===== config.mk =====
export PLATFORM = sky130hd
export DESIGN_NAME = toroidal_nearest_seed_distance_unit
export DESIGN_NICKNAME = d
export VERILOG_FILES = /design/src/nsd_pkg.sv /design/src/nsd_ram.sv /design/src/nsd_dist.sv /design/src/toroidal_nearest_seed_distance_unit.sv
export SDC_FILE = /design/constraint.sdc
export NUM_CORES = 1
export LEC_CHECK = 0
export ABC_AREA = 1
export BUFFER_PORTS_ARGS = -buffer_cell sky130_fd_sc_hd__clkbuf_2
export CAP_MARGIN = 20
export CORE_UTILIZATION = 38
export CTS_BUF_LIST = sky130_fd_sc_hd__clkbuf_16
export DETAILED_ROUTE_END_ITERATION = 10
export PLACE_DENSITY_LB_ADDON = 0.3
export SLEW_MARGIN = 40
export SYNTH_ARGS = -nofsm -noshare
export SYNTH_HDL_FRONTEND = slang
export SYNTH_HIERARCHICAL = 1
export SYNTH_SLANG_ARGS = --single-unit

===== constraint.sdc =====
create_clock -name i_clk -period 14.8 [get_ports i_clk]
set_input_delay 2.22 -clock i_clk [delete_from_list [all_inputs] [get_ports i_clk]]
set_output_delay 2.22 -clock i_clk [all_outputs]
set_load 0.05 [all_outputs]

===== src/nsd_pkg.sv =====
// Shared types and constants for the wrapped nearest-seed distance unit.
// No dependencies; imported by nsd_dist and the top level (nsd_ram does not use it).
package nsd_pkg;

    // field widths fixed by the interface
    localparam int OP_W     = 1;
    localparam int SIDX_W   = 5;
    localparam int XY_W     = 10;
    localparam int PIX_W    = 7;
    localparam int CFG_W    = 6;
    localparam int DIST_W   = 20;
    localparam int NIDX_W   = 5;
    localparam int MAG_W    = 10;

    // parameter defaults
    localparam int GRID_WIDTH_DEF  = 128;
    localparam int GRID_HEIGHT_DEF = 128;
    localparam int MAX_SEEDS_DEF   = 32;

    // search start value and register reset value
    localparam logic [DIST_W-1:0] START_MIN  = DIST_W'(1000000);
    localparam logic [CFG_W-1:0]  ACTIVE_RST = CFG_W'(1);

    // operation codes
    localparam logic [OP_W-1:0] OP_WRITE = 1'b0;
    localparam logic [OP_W-1:0] OP_QUERY = 1'b1;

    // query sequencer
    typedef enum logic [1:0] {
        S_IDLE,
        S_SCAN,
        S_DRAIN,
        S_DONE
    } t_state;

endpackage


===== src/nsd_ram.sv =====
// Generic simple dual-port RAM: one write port, one read port, registered read.
// No dependencies.
module nsd_ram #(
    parameter int WIDTH = 20,
    parameter int DEPTH = 32,
    parameter int AW    = 5
) (
    input  logic             i_clk,
    input  logic             i_we,
    input  logic [AW-1:0]    i_waddr,
    input  logic [WIDTH-1:0] i_wdata,
    input  logic             i_re,
    input  logic [AW-1:0]    i_raddr,
    output logic [WIDTH-1:0] o_rdata
);

    logic [WIDTH-1:0] r_mem [DEPTH];
    logic [WIDTH-1:0] r_rdata;

    // write port
    always_ff @(posedge i_clk) begin
        if (i_we) begin
            r_mem[i_waddr] <= i_wdata;
        end
    end

    // registered read port
    always_ff @(posedge i_clk) begin
        if (i_re) begin
            r_rdata <= r_mem[i_raddr];
        end
    end

    assign o_rdata = r_rdata;

endmodule


===== src/nsd_dist.sv =====
// Three-stage wrapped squared-distance pipeline: fold per axis, square, sum.
// Depends on nsd_pkg for field widths.
module nsd_dist
    import nsd_pkg::*;
#(
    parameter int GRID_WIDTH  = GRID_WIDTH_DEF,
    parameter int GRID_HEIGHT = GRID_HEIGHT_DEF,
    parameter int AW          = 5
) (
    input  logic              i_clk,
    input  logic              i_rst_n,
    input  logic              i_valid,
    input  logic [AW-1:0]     i_idx,
    input  logic [XY_W-1:0]   i_seed_x,
    input  logic [XY_W-1:0]   i_seed_y,
    input  logic [PIX_W-1:0]  i_px,
    input  logic [PIX_W-1:0]  i_py,
    output logic              o_valid,
    output logic [AW-1:0]     o_idx,
    output logic [DIST_W-1:0] o_dist,
    output logic              o_busy
);

    localparam logic signed [11:0] GRID_X = 12'(GRID_WIDTH);
    localparam logic signed [11:0] GRID_Y = 12'(GRID_HEIGHT);
    localparam logic signed [11:0] HALF_X = 12'(GRID_WIDTH / 2);
    localparam logic signed [11:0] HALF_Y = 12'(GRID_HEIGHT / 2);

    // |p - s|, folded once by the grid size, then magnitude of the result
    function automatic logic [MAG_W-1:0] fold_mag(
        input logic [PIX_W-1:0] p,
        input logic [XY_W-1:0]  s,
        input logic signed [11:0] grid,
        input logic signed [11:0] half
    );
        logic signed [11:0] d;
        logic signed [11:0] a;
        logic signed [11:0] f;
        logic signed [11:0] m;
        d = $signed({5'b0, p}) - $signed({{2{s[XY_W-1]}}, s});
        a = d[11] ? -d : d;
        f = (a > half) ? grid - a : a;
        m = f[11] ? -f : f;
        return m[MAG_W-1:0];
    endfunction

    logic              r_v1, r_v2, r_v3;
    logic [AW-1:0]     r_i1, r_i2, r_i3;
    logic [MAG_W-1:0]  r_mx, r_my;
    logic [DIST_W-1:0] r_sx, r_sy, r_sum;
    logic [DIST_W-1:0] w_mx, w_my;

    assign w_mx = DIST_W'(r_mx);
    assign w_my = DIST_W'(r_my);

    // stage valid bits
    always_ff @(posedge i_clk) begin
        if (!i_rst_n) begin
            r_v1 <= 1'b0;
            r_v2 <= 1'b0;
            r_v3 <= 1'b0;
        end else begin
            r_v1 <= i_valid;
            r_v2 <= r_v1;
            r_v3 <= r_v2;
        end
    end

    // stage payloads: fold, square, sum
    always_ff @(posedge i_clk) begin
        r_i1  <= i_idx;
        r_mx  <= fold_mag(i_px, i_seed_x, GRID_X, HALF_X);
        r_my  <= fold_mag(i_py, i_seed_y, GRID_Y, HALF_Y);
        r_i2  <= r_i1;
        r_sx  <= w_mx * w_mx;
        r_sy  <= w_my * w_my;
        r_i3  <= r_i2;
        r_sum <= r_sx + r_sy;
    end

    assign o_valid = r_v3;
    assign o_idx   = r_i3;
    assign o_dist  = r_sum;
    assign o_busy  = r_v1 | r_v2 | r_v3;

endmodule


===== src/toroidal_nearest_seed_distance_unit.sv =====
// Top level of the wrapped nearest-seed distance unit: sequencer, seed RAM, minimum search.
// Depends on nsd_pkg, nsd_ram and nsd_dist.

// A write item stores one seed in the seed RAM. A query item scans seeds 0
// to n-1, with n the smaller of active_seeds and MAX_SEEDS, reading one seed
// per cycle from the single read port of the seed RAM. Its result passes in
// order through the n reads, the registered RAM read, the three distance
// stages, a check that the pipeline is empty and the load of the output
// register. Items are taken only while no query is in progress, and the next
// item is taken in the cycle after the result is loaded. A finished result
// waits in the output register, so a write may be taken while it is still
// pending; a second query stalls before its load until the pending result
// has gone. The result is the smallest wrapped squared distance, lowest
// index on ties; with n zero the result is 1000000 at index 0. Seeds never
// written read as arbitrary positions.
module toroidal_nearest_seed_distance_unit
    import nsd_pkg::*;
#(
    parameter int GRID_WIDTH  = GRID_WIDTH_DEF,
    parameter int GRID_HEIGHT = GRID_HEIGHT_DEF,
    parameter int MAX_SEEDS   = MAX_SEEDS_DEF
) (
    input  logic              i_clk,
    input  logic              i_rst_n,
    // configuration
    input  logic              i_cfg_valid,
    output logic              o_cfg_ready,
    input  logic [CFG_W-1:0]  i_cfg_data,
    // input channel
    input  logic              i_in_valid,
    output logic              o_in_stall,
    input  logic [OP_W-1:0]   i_op,
    input  logic [SIDX_W-1:0] i_seed_index,
    input  logic [XY_W-1:0]   i_seed_x,
    input  logic [XY_W-1:0]   i_seed_y,
    input  logic [PIX_W-1:0]  i_pixel_x,
    input  logic [PIX_W-1:0]  i_pixel_y,
    // output channel
    output logic              o_out_valid,
    input  logic              i_out_stall,
    output logic [DIST_W-1:0] o_distance_sq,
    output logic [NIDX_W-1:0] o_nearest_index
);

    localparam int AW = (MAX_SEEDS > 1) ? $clog2(MAX_SEEDS) : 1;
    localparam int CW = $clog2(MAX_SEEDS + 1);
    localparam int RW = 2 * XY_W;

    t_state r_state, n_state;

    logic [CFG_W-1:0]  r_active;
    logic [CW-1:0]     r_count, r_idx;
    logic [PIX_W-1:0]  r_px, r_py;
    logic [DIST_W-1:0] r_best;
    logic [NIDX_W-1:0] r_best_idx;
    logic              r_rd_valid;
    logic [AW-1:0]     r_rd_idx;
    logic              r_out_valid;
    logic [DIST_W-1:0] r_out_dist;
    logic [NIDX_W-1:0] r_out_idx;

    logic              w_in_xfer, w_out_xfer;
    logic              w_wr, w_query, w_rd_en, w_last, w_load;
    logic [31:0]       w_widx32, w_cidx32;
    logic [CW-1:0]     w_count;
    logic [RW-1:0]     w_rdata;
    logic              w_dv, w_dbusy;
    logic [AW-1:0]     w_didx;
    logic [DIST_W-1:0] w_ddist;

    assign o_cfg_ready = 1'b1;
    assign w_in_xfer   = i_in_valid & ~o_in_stall;
    assign w_out_xfer  = r_out_valid & ~i_out_stall;
    assign w_query     = w_in_xfer & (i_op == OP_QUERY);
    assign w_widx32    = 32'(i_seed_index);
    assign w_wr        = w_in_xfer & (i_op == OP_WRITE) & (w_widx32 < 32'(MAX_SEEDS));
    assign w_count     = (32'(r_active) > 32'(MAX_SEEDS)) ? CW'(MAX_SEEDS) : CW'(r_active);
    assign w_last      = (r_idx == r_count - CW'(1)) | (r_count == '0);
    assign w_cidx32    = 32'(w_didx);

    // next state
    always_comb begin
        n_state = r_state;
        case (r_state)
            S_IDLE:  if (w_query) n_state = S_SCAN;
            S_SCAN:  if (w_last) n_state = S_DRAIN;
            S_DRAIN: if (!r_rd_valid && !w_dbusy) n_state = S_DONE;
            S_DONE:  if (!r_out_valid || !i_out_stall) n_state = S_IDLE;
            default: n_state = S_IDLE;
        endcase
    end

    // sequencer outputs
    always_comb begin
        o_in_stall = 1'b1;
        w_rd_en    = 1'b0;
        w_load     = 1'b0;
        case (r_state)
            S_IDLE:  o_in_stall = 1'b0;
            S_SCAN:  w_rd_en = (r_count != '0);
            S_DRAIN: ;
            S_DONE:  w_load = ~r_out_valid | ~i_out_stall;
            default: ;
        endcase
    end

    // control registers
    always_ff @(posedge i_clk) begin
        if (!i_rst_n) begin
            r_state     <= S_IDLE;
            r_active    <= ACTIVE_RST;
            r_rd_valid  <= 1'b0;
            r_out_valid <= 1'b0;
        end else begin
            r_state    <= n_state;
            r_rd_valid <= w_rd_en;
            if (i_cfg_valid && o_cfg_ready) begin
                r_active <= i_cfg_data;
            end
            if (w_load) begin
                r_out_valid <= 1'b1;
            end else if (w_out_xfer) begin
                r_out_valid <= 1'b0;
            end
        end
    end

    // query setup, read address counter and running minimum
    always_ff @(posedge i_clk) begin
        if (w_query) begin
            r_px     <= i_pixel_x;
            r_py     <= i_pixel_y;
            r_count  <= w_count;
            r_idx    <= '0;
            r_best   <= START_MIN;
            r_best_idx <= '0;
        end else begin
            if (w_rd_en) begin
                r_idx <= r_idx + CW'(1);
            end
            // strictly nearer only, so the lowest index keeps a tie
            if (w_dv && (w_ddist < r_best)) begin
                r_best     <= w_ddist;
                r_best_idx <= w_cidx32[NIDX_W-1:0];
            end
        end
        r_rd_idx <= r_idx[AW-1:0];
        if (w_load) begin
            r_out_dist <= r_best;
            r_out_idx  <= r_best_idx;
        end
    end

    // seed RAM: writes happen only while idle, so reads of a query never overlap them
    nsd_ram #(
        .WIDTH (RW),
        .DEPTH (MAX_SEEDS),
        .AW    (AW)
    ) u_seed_ram (
        .i_clk   (i_clk),
        .i_we    (w_wr),
        .i_waddr (w_widx32[AW-1:0]),
        .i_wdata ({i_seed_x, i_seed_y}),
        .i_re    (w_rd_en),
        .i_raddr (r_idx[AW-1:0]),
        .o_rdata (w_rdata)
    );

    // distance pipeline
    nsd_dist #(
        .GRID_WIDTH  (GRID_WIDTH),
        .GRID_HEIGHT (GRID_HEIGHT),
        .AW          (AW)
    ) u_dist (
        .i_clk    (i_clk),
        .i_rst_n  (i_rst_n),
        .i_valid  (r_rd_valid),
        .i_idx    (r_rd_idx),
        .i_seed_x (w_rdata[RW-1:XY_W]),
        .i_seed_y (w_rdata[XY_W-1:0]),
        .i_px     (r_px),
        .i_py     (r_py),
        .o_valid  (w_dv),
        .o_idx    (w_didx),
        .o_dist   (w_ddist),
        .o_busy   (w_dbusy)
    );

    assign o_out_valid     = r_out_valid;
    assign o_distance_sq   = r_out_dist;
    assign o_nearest_index = r_out_idx;

endmodule

==> metrics.txt <==
status=finished, final reports clean; CP max stage delay=0.57 ns; cell mode on critical path=fa_1; ANT cells=0; PortBufs=between 70 and 80; Setup crit start kind=flop; final-stage net count=4395; H-tree Lvls=3; Layout area overhead=11.2%; Yosys reg bits=847; Slew Limit Fails=0; root cell of the clock tree=clkbuf_16; Initial DRC Count=between 2000 and 2500; Post-synth EDFFs=approximately 710; syn nets=4356; Synth Area per Inst=10.2 um2; crit-path cells=nand2_1 > fa_1 > fa_1 > inv_1 > fa_1 > inv_1 > fa_1 > inv_1 > fa_1 > ha_1 > nand2_1 > o21ai_0 > a21oi_1 > o21ai_0 > nand2_1 > nand2_1 > a21oi_1 > o21ai_0 > xor2_1; initial antenna violation count=4; placed cell area=42800 um2; post_cts resized=0; Core Region=107000 um2; WP buf/inv=3; Worst-path clk slew=0.06 ns; CTS tree=done; CP delay by family, top=adder cells; slowest cell on the critical path=dfxtp_1; CP Class=flop to flop; crit path time final=5.40 ns; final hold violation count=0; Die X=about 330 um; # DRC=0; crit path DAT=5.97 ns; first-pass GRT wire length=153000 um; clock latency on the worst-skew pair=0.68 ns; largest net degree at the start of global routing=about 120; commonest non-fill, non-tap cell in the layout=nand2_1; min-delay worst type=flop to flop; clk sink count=about 850; RSZ-0062 raised after global routing=false; asr flop ratio synth=0%; wire per inst=17.7 um; final instance area=45900 um2; die height=331 um; Crit. End Element=flop; ANT nets after route=0; sequential area share after synthesis=58.2%; worst endpoint required time=15.37 ns; Post-Syn Area=41200 um2; layout cells sized above 1=between 8 and 9%; grt ovf=0; fmax=0.185 GHz; Top FF cell, synth=edfxtp_1; Total Routed Length=98300 um; TNS Setup=0 ns; Boundary Pins=79; DP Wirelength=~59000 um; First-pass DRT Iterations=7; Syn. warnings=6; Least-Margin Pin Slew=between 0.8 and 0.9 ns; most frequent cells in the layout=1328 x nand2_1, 705 x edfxtp_1, 587 x nand3_1; period utilization=36.5%; hold_buf cts=0; Max-slew headroom=46.1%; peak fanout along the critical path=12; GRT Overall Usage=17.8%; die area=110000 um2; vias in the first global route=26800; distinct cell type count after synthesis=between 50 and 60; Clock Path Buffers=3; Initial Utilization=38.4%; cts bufs inserted=91; Post-CTS Setup Repair Bufs=0; drt via density=4.98; final setup fails=0; cell row count=120; Max Clock Skew=roughly 0.045 ns; cells after synthesis=~4100; via count=27700; maxcap violations=0; final RePlAce weighted congestion=0.826
==> registers in the layout, summed over array words and instances, names as in the netlist, 7 cells and up <==
name / flops
u_seed_ram/r_mem: 640
u_dist/o_dist: 20
u_dist/r_mx: 10
r_best: 20
r_px: 7
o_distance_sq: 20
u_seed_ram/o_rdata: 20
u_dist/r_sy: 19
u_dist/r_sx: 19
u_dist/r_my: 10
r_py: 7
==> worst paths after layout <==
kind                          startpoint  slack, ns  cells past startpoint                      end
setup reg to reg  u_dist/r_mx[1]$_DFF_P_       9.40                     19  u_dist/r_sx[16]$_DFF_P_
hold reg to reg   u_dist/r_i2[4]$_DFF_P_       0.33                      0  u_dist/o_idx[4]$_DFF_P_
hold / removal    u_dist/r_i2[4]$_DFF_P_       0.33                      0  u_dist/o_idx[4]$_DFF_P_
setup / recovery  u_dist/r_mx[1]$_DFF_P_       9.40                     19  u_dist/r_sx[16]$_DFF_P_
==> metrics by stage <==
step / hold WS, ns / util (%) / cells / setup WS [ns]
global placement: 0.310 / 39.8 / 5397 / 9.56
CTS: 0.326 / 42.7 / 5565 / 9.40
floorplan: 0.310 / - / 4051 / 9.80
global route: 0.333 / 42.7 / 5566 / 8.99
detailed placement: 0.312 / 39.9 / 5399 / 9.46
finish: 0.325 / 42.7 / 5566 / 9.40
==> per-layer routing <==
metal,GRT usage [%],vias up,wire length (um)
met5,0,-,39
met4,4.60,6,2030
li1,-,13500,-
met1,23.7,13400,43300
met2,29.9,621,47900
met3,2.89,132,4990
==> cell type report <==
cell class / instances / area [um2]
Clock buffer: 93 / 2330
Clock inverter: 73 / 664
Fill cell: 10100 / 61500
Inverter: 375 / 1420
Multi-Input combinational cell: 2656 / 14900
Sequential cell: 847 / 24000
Tap cell: 1403 / 1760
Timing Repair Buffer: 119 / 798
==> synthesized netlist by cell type (27+ instances only) <==
library cell  instances  area [um2]
nand2_1            1328        4980
edfxtp_1            705       21200
nand3_1             587        2940
inv_1               363        1360
ha_1                160        2000
dfxtp_1             142        2840
nor2_1              142         533
fa_1                 94        1880
a21oi_1              83         415
buf_2                63         315
xor2_1               61         534
clkbuf_1             43         161
o21ai_0              33         165
buf_4                28         210
buf_6                28         315
nand4_1              27         169
==> kinds of logic after synthesis <==
family / Yosys count / synth area share (%)
mux: 2 / 0.0546
other cells: 1 / 0.00910
xor+xnor: 84 / 1.80
fa+ha+maj: 254 / 9.42
buf+inv: 548 / 6.02
simple gates: 2155 / 22.2
flops: 847 / 58.2
compound gates: 160 / 2.21
Power is left out: the tool's default activity adds up to more than one toggle a clock period on the data nets, which glitch-free logic cannot reach.
